<file path="src/sv/websocket_frame_deframer_unmask_defines.svh">
// Assertion macros for the websocket frame deframer.
// Needs a clock named clk and an active-low reset named arst_n in scope.
`ifndef WEBSOCKET_FRAME_DEFRAMER_UNMASK_DEFINES_SVH
`define WEBSOCKET_FRAME_DEFRAMER_UNMASK_DEFINES_SVH

// same-cycle implication
`define WSDU_ASSERT_IMPL(label, ante, cons) \
	label: assert property (@(posedge clk) disable iff (!arst_n) (ante) |-> (cons)) \
		else $error("wsdu assertion failed");

// next-cycle implication
`define WSDU_ASSERT_NEXT(label, ante, cons) \
	label: assert property (@(posedge clk) disable iff (!arst_n) (ante) |=> (cons)) \
		else $error("wsdu assertion failed");

`endif

</file>
<file path="src/sv/wsdu_pkg.sv">
// Shared types and constants for the websocket frame deframer.
// No dependencies.
`default_nettype none

package wsdu_pkg;

	localparam int LENGTH_BITS = 64;
	localparam int LEN_W       = LENGTH_BITS;

	localparam logic [6:0] LEN_EXT16 = 7'd126;
	localparam logic [6:0] LEN_EXT64 = 7'd127;
	localparam logic [3:0] EXT16_BYTES = 4'd2;
	localparam logic [3:0] EXT64_BYTES = 4'd8;
	localparam logic [3:0] KEY_BYTES   = 4'd4;

	typedef logic [1:0] status_t;
	localparam status_t ST_OK       = 2'd0;
	localparam status_t ST_SHORT    = 2'd1;
	localparam status_t ST_UNMASKED = 2'd2;

	typedef enum logic [5:0] {
		PH_HDR0 = 6'b000001,
		PH_HDR1 = 6'b000010,
		PH_EXT  = 6'b000100,
		PH_MASK = 6'b001000,
		PH_PAY  = 6'b010000,
		PH_SKIP = 6'b100000
	} phase_t;

	typedef struct packed {
		logic [7:0] payload_byte;
		logic       has_byte;
		logic       frame_done;
		status_t    status;
		logic [3:0] opcode;
	} result_t;

endpackage

`default_nettype wire

</file>
<file path="src/sv/websocket_frame_deframer_unmask.sv">
// WebSocket frame deframer/unmasker top level; uses wsdu_pkg, wsdu_parser, wsdu_out_reg.
// Path: an accepted byte is captured in stage 1, then goes through the parser into the result register.
// Throughput: one byte per cycle, sustained, while res_ready stays high.
// Bytes that cause no result (header, trailing) leave the result register empty downstream.
// Reset: arst_n async low; parser returns to header byte 0, both stages empty.
`default_nettype none

module websocket_frame_deframer_unmask (
	input  wire         clk,
	input  wire         arst_n,
	input  wire         rx_valid,
	output logic        rx_ready,
	input  wire  [7:0]  rx_byte,
	input  wire         buffer_end,
	output logic        res_valid,
	input  wire         res_ready,
	output logic [7:0]  payload_byte,
	output logic        has_byte,
	output logic        frame_done,
	output logic [1:0]  status,
	output logic [3:0]  opcode
);
	import wsdu_pkg::*;

	`include "websocket_frame_deframer_unmask_defines.svh"

	// stage 1: captured input byte
	logic        valid_s1;
	logic [7:0]  byte_s1;
	logic        end_s1;

	// advance: stage 1 request moves through the parser into the result reg
	logic        adv;
	logic        step_valid;
	result_t     step_res;
	result_t     res_s2;

	assign adv      = valid_s1 && (!res_valid || res_ready);
	assign rx_ready = !valid_s1 || adv;

	always_ff @(posedge clk or negedge arst_n) begin
		if (!arst_n) begin
			valid_s1 <= 1'b0;
		end else if (rx_ready) begin
			valid_s1 <= rx_valid;
		end
	end

	always_ff @(posedge clk) begin
		if (rx_valid && rx_ready) begin
			byte_s1 <= rx_byte;
			end_s1  <= buffer_end;
		end
	end

	// header fsm, length/key registers and XOR unmask; state advances per request
	wsdu_parser u_parser (
		.clk        (clk),
		.arst_n     (arst_n),
		.step       (adv),
		.rx_byte    (byte_s1),
		.buffer_end (end_s1),
		.res_valid  (step_valid),
		.res        (step_res)
	);

	// stage 2: result register facing the consumer
	wsdu_out_reg u_out (
		.clk        (clk),
		.arst_n     (arst_n),
		.load       (adv),
		.load_valid (step_valid),
		.load_res   (step_res),
		.res_ready  (res_ready),
		.res_valid  (res_valid),
		.res_q      (res_s2)
	);

	assign payload_byte = res_s2.payload_byte;
	assign has_byte     = res_s2.has_byte;
	assign frame_done   = res_s2.frame_done;
	assign status       = res_s2.status;
	assign opcode       = res_s2.opcode;

	// error codes only ride on the done result
	`WSDU_ASSERT_IMPL(a_status_only_at_done, res_valid && !frame_done, status == ST_OK)
	// every shown result carries a byte or ends a frame
	`WSDU_ASSERT_IMPL(a_result_not_empty, res_valid, has_byte || frame_done)
	// an unmasked frame is rejected in the header, never with a payload byte
	`WSDU_ASSERT_IMPL(a_unmasked_no_byte, res_valid && status == ST_UNMASKED, !has_byte)
	// a done result from the parser lands in the result register
	`WSDU_ASSERT_NEXT(a_done_reaches_out, adv && step_valid && step_res.frame_done,
		res_valid && frame_done)

endmodule

`default_nettype wire

</file>
<file path="src/sv/wsdu_parser.sv">
// Header parser and payload unmasker: frame state plus one step of logic per byte.
// Depends on wsdu_pkg.
`default_nettype none

module wsdu_parser (
	input  wire                  clk,
	input  wire                  arst_n,
	input  wire                  step,
	input  wire  [7:0]           rx_byte,
	input  wire                  buffer_end,
	output logic                 res_valid,
	output wsdu_pkg::result_t    res
);
	import wsdu_pkg::*;

	phase_t            phase_q, phase_n;
	logic [3:0]        cnt_q, cnt_n;
	logic [LEN_W-1:0]  len_q, len_n;
	logic [31:0]       key_q, key_n;
	logic [1:0]        idx_q, idx_n;
	logic [3:0]        opc_q, opc_n;
	logic              mbit_q, mbit_n;
	logic [7:0]        key_byte;
	logic              done;
	status_t           st;
	logic [7:0]        pb;
	logic              hb;

	always_comb begin
		case (idx_q)
			2'd0:    key_byte = key_q[31:24];
			2'd1:    key_byte = key_q[23:16];
			2'd2:    key_byte = key_q[15:8];
			default: key_byte = key_q[7:0];
		endcase
	end

	always_comb begin
		phase_n = phase_q;
		cnt_n   = cnt_q;
		len_n   = len_q;
		key_n   = key_q;
		idx_n   = idx_q;
		opc_n   = opc_q;
		mbit_n  = mbit_q;
		done    = 1'b0;
		st      = ST_OK;
		pb      = 8'd0;
		hb      = 1'b0;
		case (phase_q)
			PH_HDR0: begin
				opc_n   = rx_byte[3:0];
				phase_n = PH_HDR1;
			end
			PH_HDR1: begin
				mbit_n = rx_byte[7];
				len_n  = '0;
				if (rx_byte[6:0] == LEN_EXT16) begin
					cnt_n   = EXT16_BYTES;
					phase_n = PH_EXT;
				end else if (rx_byte[6:0] == LEN_EXT64) begin
					cnt_n   = EXT64_BYTES;
					phase_n = PH_EXT;
				end else begin
					len_n = LEN_W'(rx_byte[6:0]);
					if (!rx_byte[7]) begin
						done = 1'b1;
						st   = ST_UNMASKED;
					end else begin
						phase_n = PH_MASK;
						cnt_n   = KEY_BYTES;
					end
				end
			end
			PH_EXT: begin
				// saturate once the top byte is occupied
				if (|len_q[LEN_W-1 -: 8])
					len_n = '1;
				else
					len_n = {len_q[LEN_W-9:0], rx_byte};
				cnt_n = cnt_q - 4'd1;
				if (cnt_n == 4'd0) begin
					if (!mbit_q) begin
						done = 1'b1;
						st   = ST_UNMASKED;
					end else begin
						phase_n = PH_MASK;
						cnt_n   = KEY_BYTES;
					end
				end
			end
			PH_MASK: begin
				key_n = {key_q[23:0], rx_byte};
				cnt_n = cnt_q - 4'd1;
				if (cnt_n == 4'd0) begin
					phase_n = PH_PAY;
					idx_n   = 2'd0;
					if (len_q == '0)
						done = 1'b1;
				end
			end
			PH_PAY: begin
				// len_q counts down the bytes still owed
				pb    = rx_byte ^ key_byte;
				hb    = 1'b1;
				idx_n = idx_q + 2'd1;
				len_n = len_q - LEN_W'(1);
				if (len_q == LEN_W'(1))
					done = 1'b1;
			end
			default: begin
			end
		endcase

		if (buffer_end && !done && phase_n != PH_SKIP) begin
			done = 1'b1;
			st   = ST_SHORT;
		end
		if (done)
			phase_n = PH_SKIP;

		res_valid        = hb | done;
		res.payload_byte = pb;
		res.has_byte     = hb;
		res.frame_done   = done;
		res.status       = st;
		res.opcode       = opc_n;

		if (buffer_end) begin
			phase_n = PH_HDR0;
			cnt_n   = 4'd0;
			len_n   = '0;
			key_n   = '0;
			idx_n   = 2'd0;
			opc_n   = 4'd0;
			mbit_n  = 1'b0;
		end
	end

	always_ff @(posedge clk or negedge arst_n) begin
		if (!arst_n) begin
			phase_q <= PH_HDR0;
			cnt_q   <= 4'd0;
			len_q   <= '0;
			key_q   <= '0;
			idx_q   <= 2'd0;
			opc_q   <= 4'd0;
			mbit_q  <= 1'b0;
		end else if (step) begin
			phase_q <= phase_n;
			cnt_q   <= cnt_n;
			len_q   <= len_n;
			key_q   <= key_n;
			idx_q   <= idx_n;
			opc_q   <= opc_n;
			mbit_q  <= mbit_n;
		end
	end

endmodule

`default_nettype wire

</file>
<file path="src/sv/wsdu_out_reg.sv">
// Result register stage of the deframer: holds one result until it is taken.
// Depends on wsdu_pkg.
`default_nettype none

module wsdu_out_reg (
	input  wire                  clk,
	input  wire                  arst_n,
	input  wire                  load,
	input  wire                  load_valid,
	input  wsdu_pkg::result_t    load_res,
	input  wire                  res_ready,
	output logic                 res_valid,
	output wsdu_pkg::result_t    res_q
);
	import wsdu_pkg::*;

	logic valid_q;

	always_ff @(posedge clk or negedge arst_n) begin
		if (!arst_n) begin
			valid_q <= 1'b0;
		end else if (load) begin
			valid_q <= load_valid;
		end else if (res_ready) begin
			valid_q <= 1'b0;
		end
	end

	always_ff @(posedge clk) begin
		if (load && load_valid)
			res_q <= load_res;
	end

	assign res_valid = valid_q;

endmodule

`default_nettype wire

</file>
<file path="config.mk">
export PLATFORM = sky130hd
export DESIGN_NAME = websocket_frame_deframer_unmask
export DESIGN_NICKNAME = d
export VERILOG_FILES = /design/src/sv/wsdu_pkg.sv /design/src/sv/websocket_frame_deframer_unmask.sv /design/src/sv/wsdu_parser.sv /design/src/sv/wsdu_out_reg.sv
export VERILOG_INCLUDE_DIRS = /design/src /design/src/sv
export SDC_FILE = /design/constraint.sdc
export NUM_CORES = 1
export LEC_CHECK = 0
export ABC_AREA = 1
export ABC_CLOCK_PERIOD_IN_PS = 2190
export CORE_MARGIN = 4
export CORE_UTILIZATION = 45
export DETAILED_ROUTE_END_ITERATION = 16
export DONT_BUFFER_PORTS = 1
export PLACE_DENSITY_LB_ADDON = 0.3
export SYNTH_ARGS = -nofsm -noshare
export SYNTH_HDL_FRONTEND = slang
export SYNTH_SLANG_ARGS = --single-unit
</file>
<file path="constraint.sdc">
create_clock -name clk -period 2.19 [get_ports clk]
set_input_delay 0.219 -clock clk [delete_from_list [all_inputs] [get_ports clk]]
set_output_delay 0.219 -clock clk [all_outputs]
set_load 0.01 [all_outputs]
</file>
## After elaboration in Yosys (flattened, before gate mapping)

Cells that the tools add are included.

- Register bits after elaboration: 140
- Output and inout bits: 18
- Word-level logic and storage cells: 109

- Bitwise operators: 2
- Muxes and demuxes: 50
- Reduce and logical (&&, ||, !) cells: 25
- Equal/unequal tests: 13
- $add $sub $neg: 3

Operator list:

| cell | number |
|---|---|
| 64-bit 2-to-1 mux | 3 |
| 64-bit case mux with 3 select lines | 1 |
| 64-bit by 1-bit equality test with 1-bit output (second input constant) | 1 |
| 64-bit zero test | 1 |
| 32-bit 2-to-1 mux | 2 |
| 64-bit by 1-bit subtractor with 64-bit output (second input constant) | 1 |
| 6-bit 2-to-1 mux | 8 |
| 4-bit 2-to-1 mux | 8 |
| 6-bit case mux with 4 select lines | 1 |
| 8-bit case mux with 3 select lines | 1 |
| 7-bit equality test (second input constant) | 2 |
| 1-bit 2-to-1 mux | 14 |
| 2-bit 2-to-1 mux | 7 |
| 4-bit case mux with 3 select lines | 1 |
| 2-bit case mux with 2 select lines | 2 |
| 4-bit nonzero test | 2 |
| 8-bit OR reduction | 1 |
| 8-bit bitwise XOR | 1 |
| 7-bit 2-to-1 mux | 1 |
| 6-bit by 1-bit equality test with 1-bit output (second input constant) | 1 |
| 6-bit by 2-bit equality test with 1-bit output (second input constant) | 1 |
| 6-bit by 3-bit equality test with 1-bit output (second input constant) | 1 |
| 6-bit by 4-bit equality test with 1-bit output (second input constant) | 1 |
| 6-bit by 5-bit equality test with 1-bit output (second input constant) | 1 |
| 18 further kinds | 30 |

## Longest topological paths before layout

- Depth in word-level cells: 10
- Gate-level depth with buffers: 15
- Mapped depth without buffers: 15

## By module

A second synthesis with hierarchy kept.

- Cell total of the unflattened synthesis: 1,320
- Area total of the unflattened synthesis: 9,042.4 µm²

By module, submodules not included:

| module | cells an instance | times used | area each (µm²) |
|---|---|---|---|
| wsdu_parser | 1,281 | 1 | 8,186.6 |
| wsdu_out_reg | 22 | 1 | 524.3 |
| websocket_frame_deframer_unmask | 17 | 1 | 331.6 |

## Worst setup path after synthesis

No wires, ideal clock.

- Path type: flip-flop to flip-flop
- Start: reg u_parser.cnt_q[0]
- End: reg u_out.res_q[0] (netlist bit) (enable)
- Required time: 1.826 ns
- Data arrival time: 1.904 ns
- Clock period less this slack: 2.268 ns
- Stages on the path, launching flop included: 15
- Setup slack: -0.078 ns
- Path through: dfrtp_1 -> inv_1 -> ha_1 -> inv_1 -> nand2_1 -> nand2_1 -> nor2_1 -> nand2_1 -> nor2_1 -> nand2_1 -> nand2_1 -> a31oi_1 -> nand3_1 -> nand2_1 -> inv_1

- Word-level cells in the longest chain between the ends: 10
- Elaborated cells on any way between the ends: 15
- Those cells by class: add/sub: 1; eq/ne: 1; mux: 7; bitwise: 1; reduce/logical: 5

RTL lines:

| element | line | text |
|---|---|---|
| start: declaration | wsdu_parser.sv:17 | `logic [3:0] cnt_q, cnt_n;` |
| start signal: assignment | wsdu_parser.sv:151 | `cnt_q <= cnt_n;` |
| 4-bit by 1-bit subtractor with 4-bit output (*) | wsdu_parser.sv:81, wsdu_parser.sv:94 |  |
| 4-bit zero test (*) | wsdu_parser.sv:82, wsdu_parser.sv:95 |  |
| branches (longest 5 deep; another with 6-bit 2-to-1 mux) | -- |  |
| 1-bit 2-to-1 mux (*) | wsdu_parser.sv:115 | `if (buffer_end && !done && phase_n != PH_SKIP) begin` |
| 1-bit OR (*) | wsdu_parser.sv:122 | `res_valid = hb \| done;` |
| 1-bit logical AND (*) | wsdu_out_reg.sv:30 | `if (load && load_valid)` |
| end signal: assignment | wsdu_out_reg.sv:31 | `res_q <= load_res;` |
| end: declaration | wsdu_out_reg.sv:13 | `output wsdu_pkg::result_t res_q` |

Every way passes the cells marked *.
A chain may end at the register's enable or synchronous reset.

## Final worst setup path

- Start: reg u_parser.cnt_q[1]
- End: reg u_out.res_q[3] (netlist bit) (enable)

Same word-level chain as after synthesis.

==> results_dict.tcl <==
set metrics [dict create \
    ctsHoldBuffers 11 \
    synth_edf_count 25 \
    gp_congestion 0.946 \
    start_util_pct 46.3 \
    viasPerCell 5.58 \
    slew_violations 0 \
    combPwrFrac_pct 34.7 \
    synthTopCellsByArea "dfrtp_1, nand2_1, o21ai_0, edfxtp_1, inv_1" \
    ios 31 \
    arrival_ns 2.48 \
    layout_common_cells "nand2_1, o21ai_0, inv_1" \
    skew_ns 0.0109 \
    ctsLongestPathBuffers 2 \
    synth.distinct_cells 42 \
    finalNonFillerCells 1632 \
    netlist_instances 1254 \
    yosysTopAreaCellShare_pct 32.6 \
    yosys_warnings 0 \
    drive_gt1_share_pct 18.4 \
    sw_frac_of_total_pct 38.3 \
    async_flop_share_pct 82.1 \
    avgSynthCellArea_sq_um 6.98 \
    final_common_cell "nand2_1" \
    area_growth_pct 23.9 \
    numCtsBuffers 17 \
    worstReg2RegEnd "u_out.res_q[3]$_DFFE_PP_" \
    power_density_nw_per_um2 851 \
    routed_wl_mm 28.4 \
    wl_per_cell_um 17.4 \
    p_int_mw 5.69 \
    vias 9106 \
    rsz0062_at_grt "yes" \
    ant_nets 0 \
    violations "hold timing, setup timing" \
    drc_errors 0 \
    hp-class "input pin to async pin" \
    synth_seq_cells 140 \
    p_leak_nw 5.35 \
    htreeDepth 4 \
    num_antenna_cells 0 \
    max_freq_ghz 0.438 \
    crit_end "u_out.res_q[3]$_DFFE_PP_" \
    worstPathRequired_ns 2.39 \
    finalSetupViolCount 16 \
    portBuffers 0 \
    period_needed_ns 2.28 \
    clkTransAtPathRegs_ns 0.07 \
    syn_area_sq_um 8750 \
    drt-pass1-iter-count 6 \
    clkLatencyLatePin_ns 0.44 \
    placed_cells 1576 \
    grt_pass1_wl_mm 44.5 \
    clkPwrFrac_pct 32.0 \
    track_usage_pct 25.7 \
    peakVddDrop_mv 0.859 \
    synth_ff_type "dfrtp_1" \
    grt_antenna_before_repair 0 \
    root_buffer "clkbuf_16" \
    grt_max_degree 116 \
    worstRegToRegCells 16 \
    worst_slack_ns -0.0931 \
    overflow 0 \
    cp_max_fo 8 \
    coreArea_sq_um 18900 \
    dp.final_hpwl_mm 19.3 \
    r2r_setup_slack_ns -0.09 \
    critPathKind "register to register" \
    crit_path_end_kind "register" \
    rows 50 \
    nets 1381 \
    critPathLaunch "u_parser.cnt_q[1]$_DFFE_PN0P_" \
    finish.utilization_pct 57.4 \
    yosys.area.top_type "dfrtp_1" \
    min_period_over_period_pct 104 \
    dr.first_iter.drc_count 912 \
    cp-start-kind "register" \
    power.net_switching_mw 3.53 \
    status "complete, but fails checks" \
    cts_tree "yes" \
    power.share.sequential_pct 33.3 \
    die_h_um 147 \
    relSlewSlack_pct 69.7 \
    r2r-start "u_parser.cnt_q[1]$_DFFE_PN0P_" \
    hold_ws_ns -0.519 \
    clock_sinks 140 \
    maxCapViolCount 0 \
    worstMarginPinSlew_ns 0.450 \
    synth_seq_area_share_pct 41.5 \
    final-hold-violation-count 115 \
    dieWidth_um 147 \
    die_area_sq_um 21700 \
    grt_pass1_vias 8408 \
    syn-num-nets 1276 \
]
[final cells by class]
type                            instances  area (sq um)
Sequential cell                       140          3630
Tap cell                              260           325
Fill cell                            1797          8060
Inverter                              175           664
Clock inverter                         14           144
Clock buffer                           18           439
Multi-Input combinational cell        897          4540
Timing Repair Buffer                  128          1090
[power by group through the flow]
stage | registers (mW) | clock network, mW | logic, mW
5_1_grt | 3.09 | 3.11 | 3.51
6_report | 3.07 | 2.95 | 3.20
2_1_floorplan | 3.06 | 0 | 1.87
3_3_place_gp | 3.09 | 0 | 2.78
3_5_place_dp | 3.09 | 0 | 2.82
4_1_cts | 3.05 | 2.98 | 2.89
[cell usage after synthesis (2+ instances only)]
cell type,number
nand2_1,276
o21ai_0,179
inv_1,166
nor2_1,164
dfrtp_1,114
nand3_1,65
o22ai_1,50
a21oi_1,42
clkbuf_1,31
edfxtp_1,25
nor3_1,22
nand4_1,17
o21ai_1,14
ha_1,9
inv_2,9
buf_2,8
xor2_1,8
nor2_2,7
nand2_2,6
o21ai_2,4
o31ai_1,4
or2_2,4
a31oi_1,3
nand3_2,3
nor2_4,3
a22o_1,2
a32o_1,2
buf_4,2
nor3_4,2
[state kept, by name, summed over array words and instances (netlist names)]
register          flops
u_parser.cnt_q        4
u_parser.idx_q        2
u_parser.key_q       32
u_out.res_q          16
u_parser.mbit_q       1
u_parser.opc_q        4
valid_s1              1
end_s1                1
byte_s1               8
u_parser.len_q       64
u_out.res_valid       1
u_parser.phase_q      6
[stage by stage]
stage,hold WS (ns),worst slack (ns),area (sq um),TNS (ns),power [mW]
finish,-0.519,-0.0931,10800,-1.28,9.22
global placement,-0.0697,-0.0421,9760,-0.662,5.87
global route,-0.542,-0.188,10800,-3.00,9.71
CTS,-0.537,0.00365,10500,0,8.91
floorplan,-0.0766,0.00181,8760,0,4.92
detailed placement,-0.0708,-0.0677,9760,-1.07,5.91
[repair_timing]
item | CTS | global route
pin swaps | 4 | 17
endpoints found under the setup margin | 18 | 80
resized for setup | 10 | 64
gates cloned | 0 | 2
endpoints found under the hold margin | 126 | 115
setup buffers | 3 | 8
[metal layers]
metal	up-vias	global-route usage, %	routed length, um
li1	4349	-	-
met2	409	42.0	13500
met3	91	5.09	2160
met4	0	10.3	1140
met1	4257	33.8	11600
met5	-	0	0
[critical path, stage by stage (launching register included)]
cell and delay, ns:
dfrtp_1 0.40, inv_2 0.10, ha_4 0.14, inv_2 0.03, nand2_2 0.07, nand2_4 0.07
nor2_4 0.14, nand2_4 0.09, nand2_2 0.08, nand3_2 0.07, nand2_2 0.07, nand3_2 0.09
o21bai_4 0.16, nand3_2 0.09, nand2_2 0.10, clkinvlp_4 0.14, clkbuf_16 0.19
[cell families after synthesis]
group / share of synthesized area (%)
compound gates: 19.0
buf+inv: 9.51
xor+xnor: 0.901
simple gates: 27.8
flops: 41.5
fa+ha+maj: 1.29
[worst min path at each step]
stage                 from                              end  depth (start not counted)
finish              arst_n   u_parser.len_q[33]$_DFFE_PN0P_                          0
global route        arst_n   u_parser.len_q[23]$_DFFE_PN0P_                          0
CTS                 arst_n  u_parser.phase_q[4]$_DFFE_PN0P_                          0
detailed placement  arst_n   u_parser.len_q[33]$_DFFE_PN0P_                          0
global placement    arst_n   u_parser.len_q[25]$_DFFE_PN0P_                          0
floorplan           arst_n      u_out.res_valid$_DFFE_PN0P_                          0
Power figures use the tool's default switching activity.
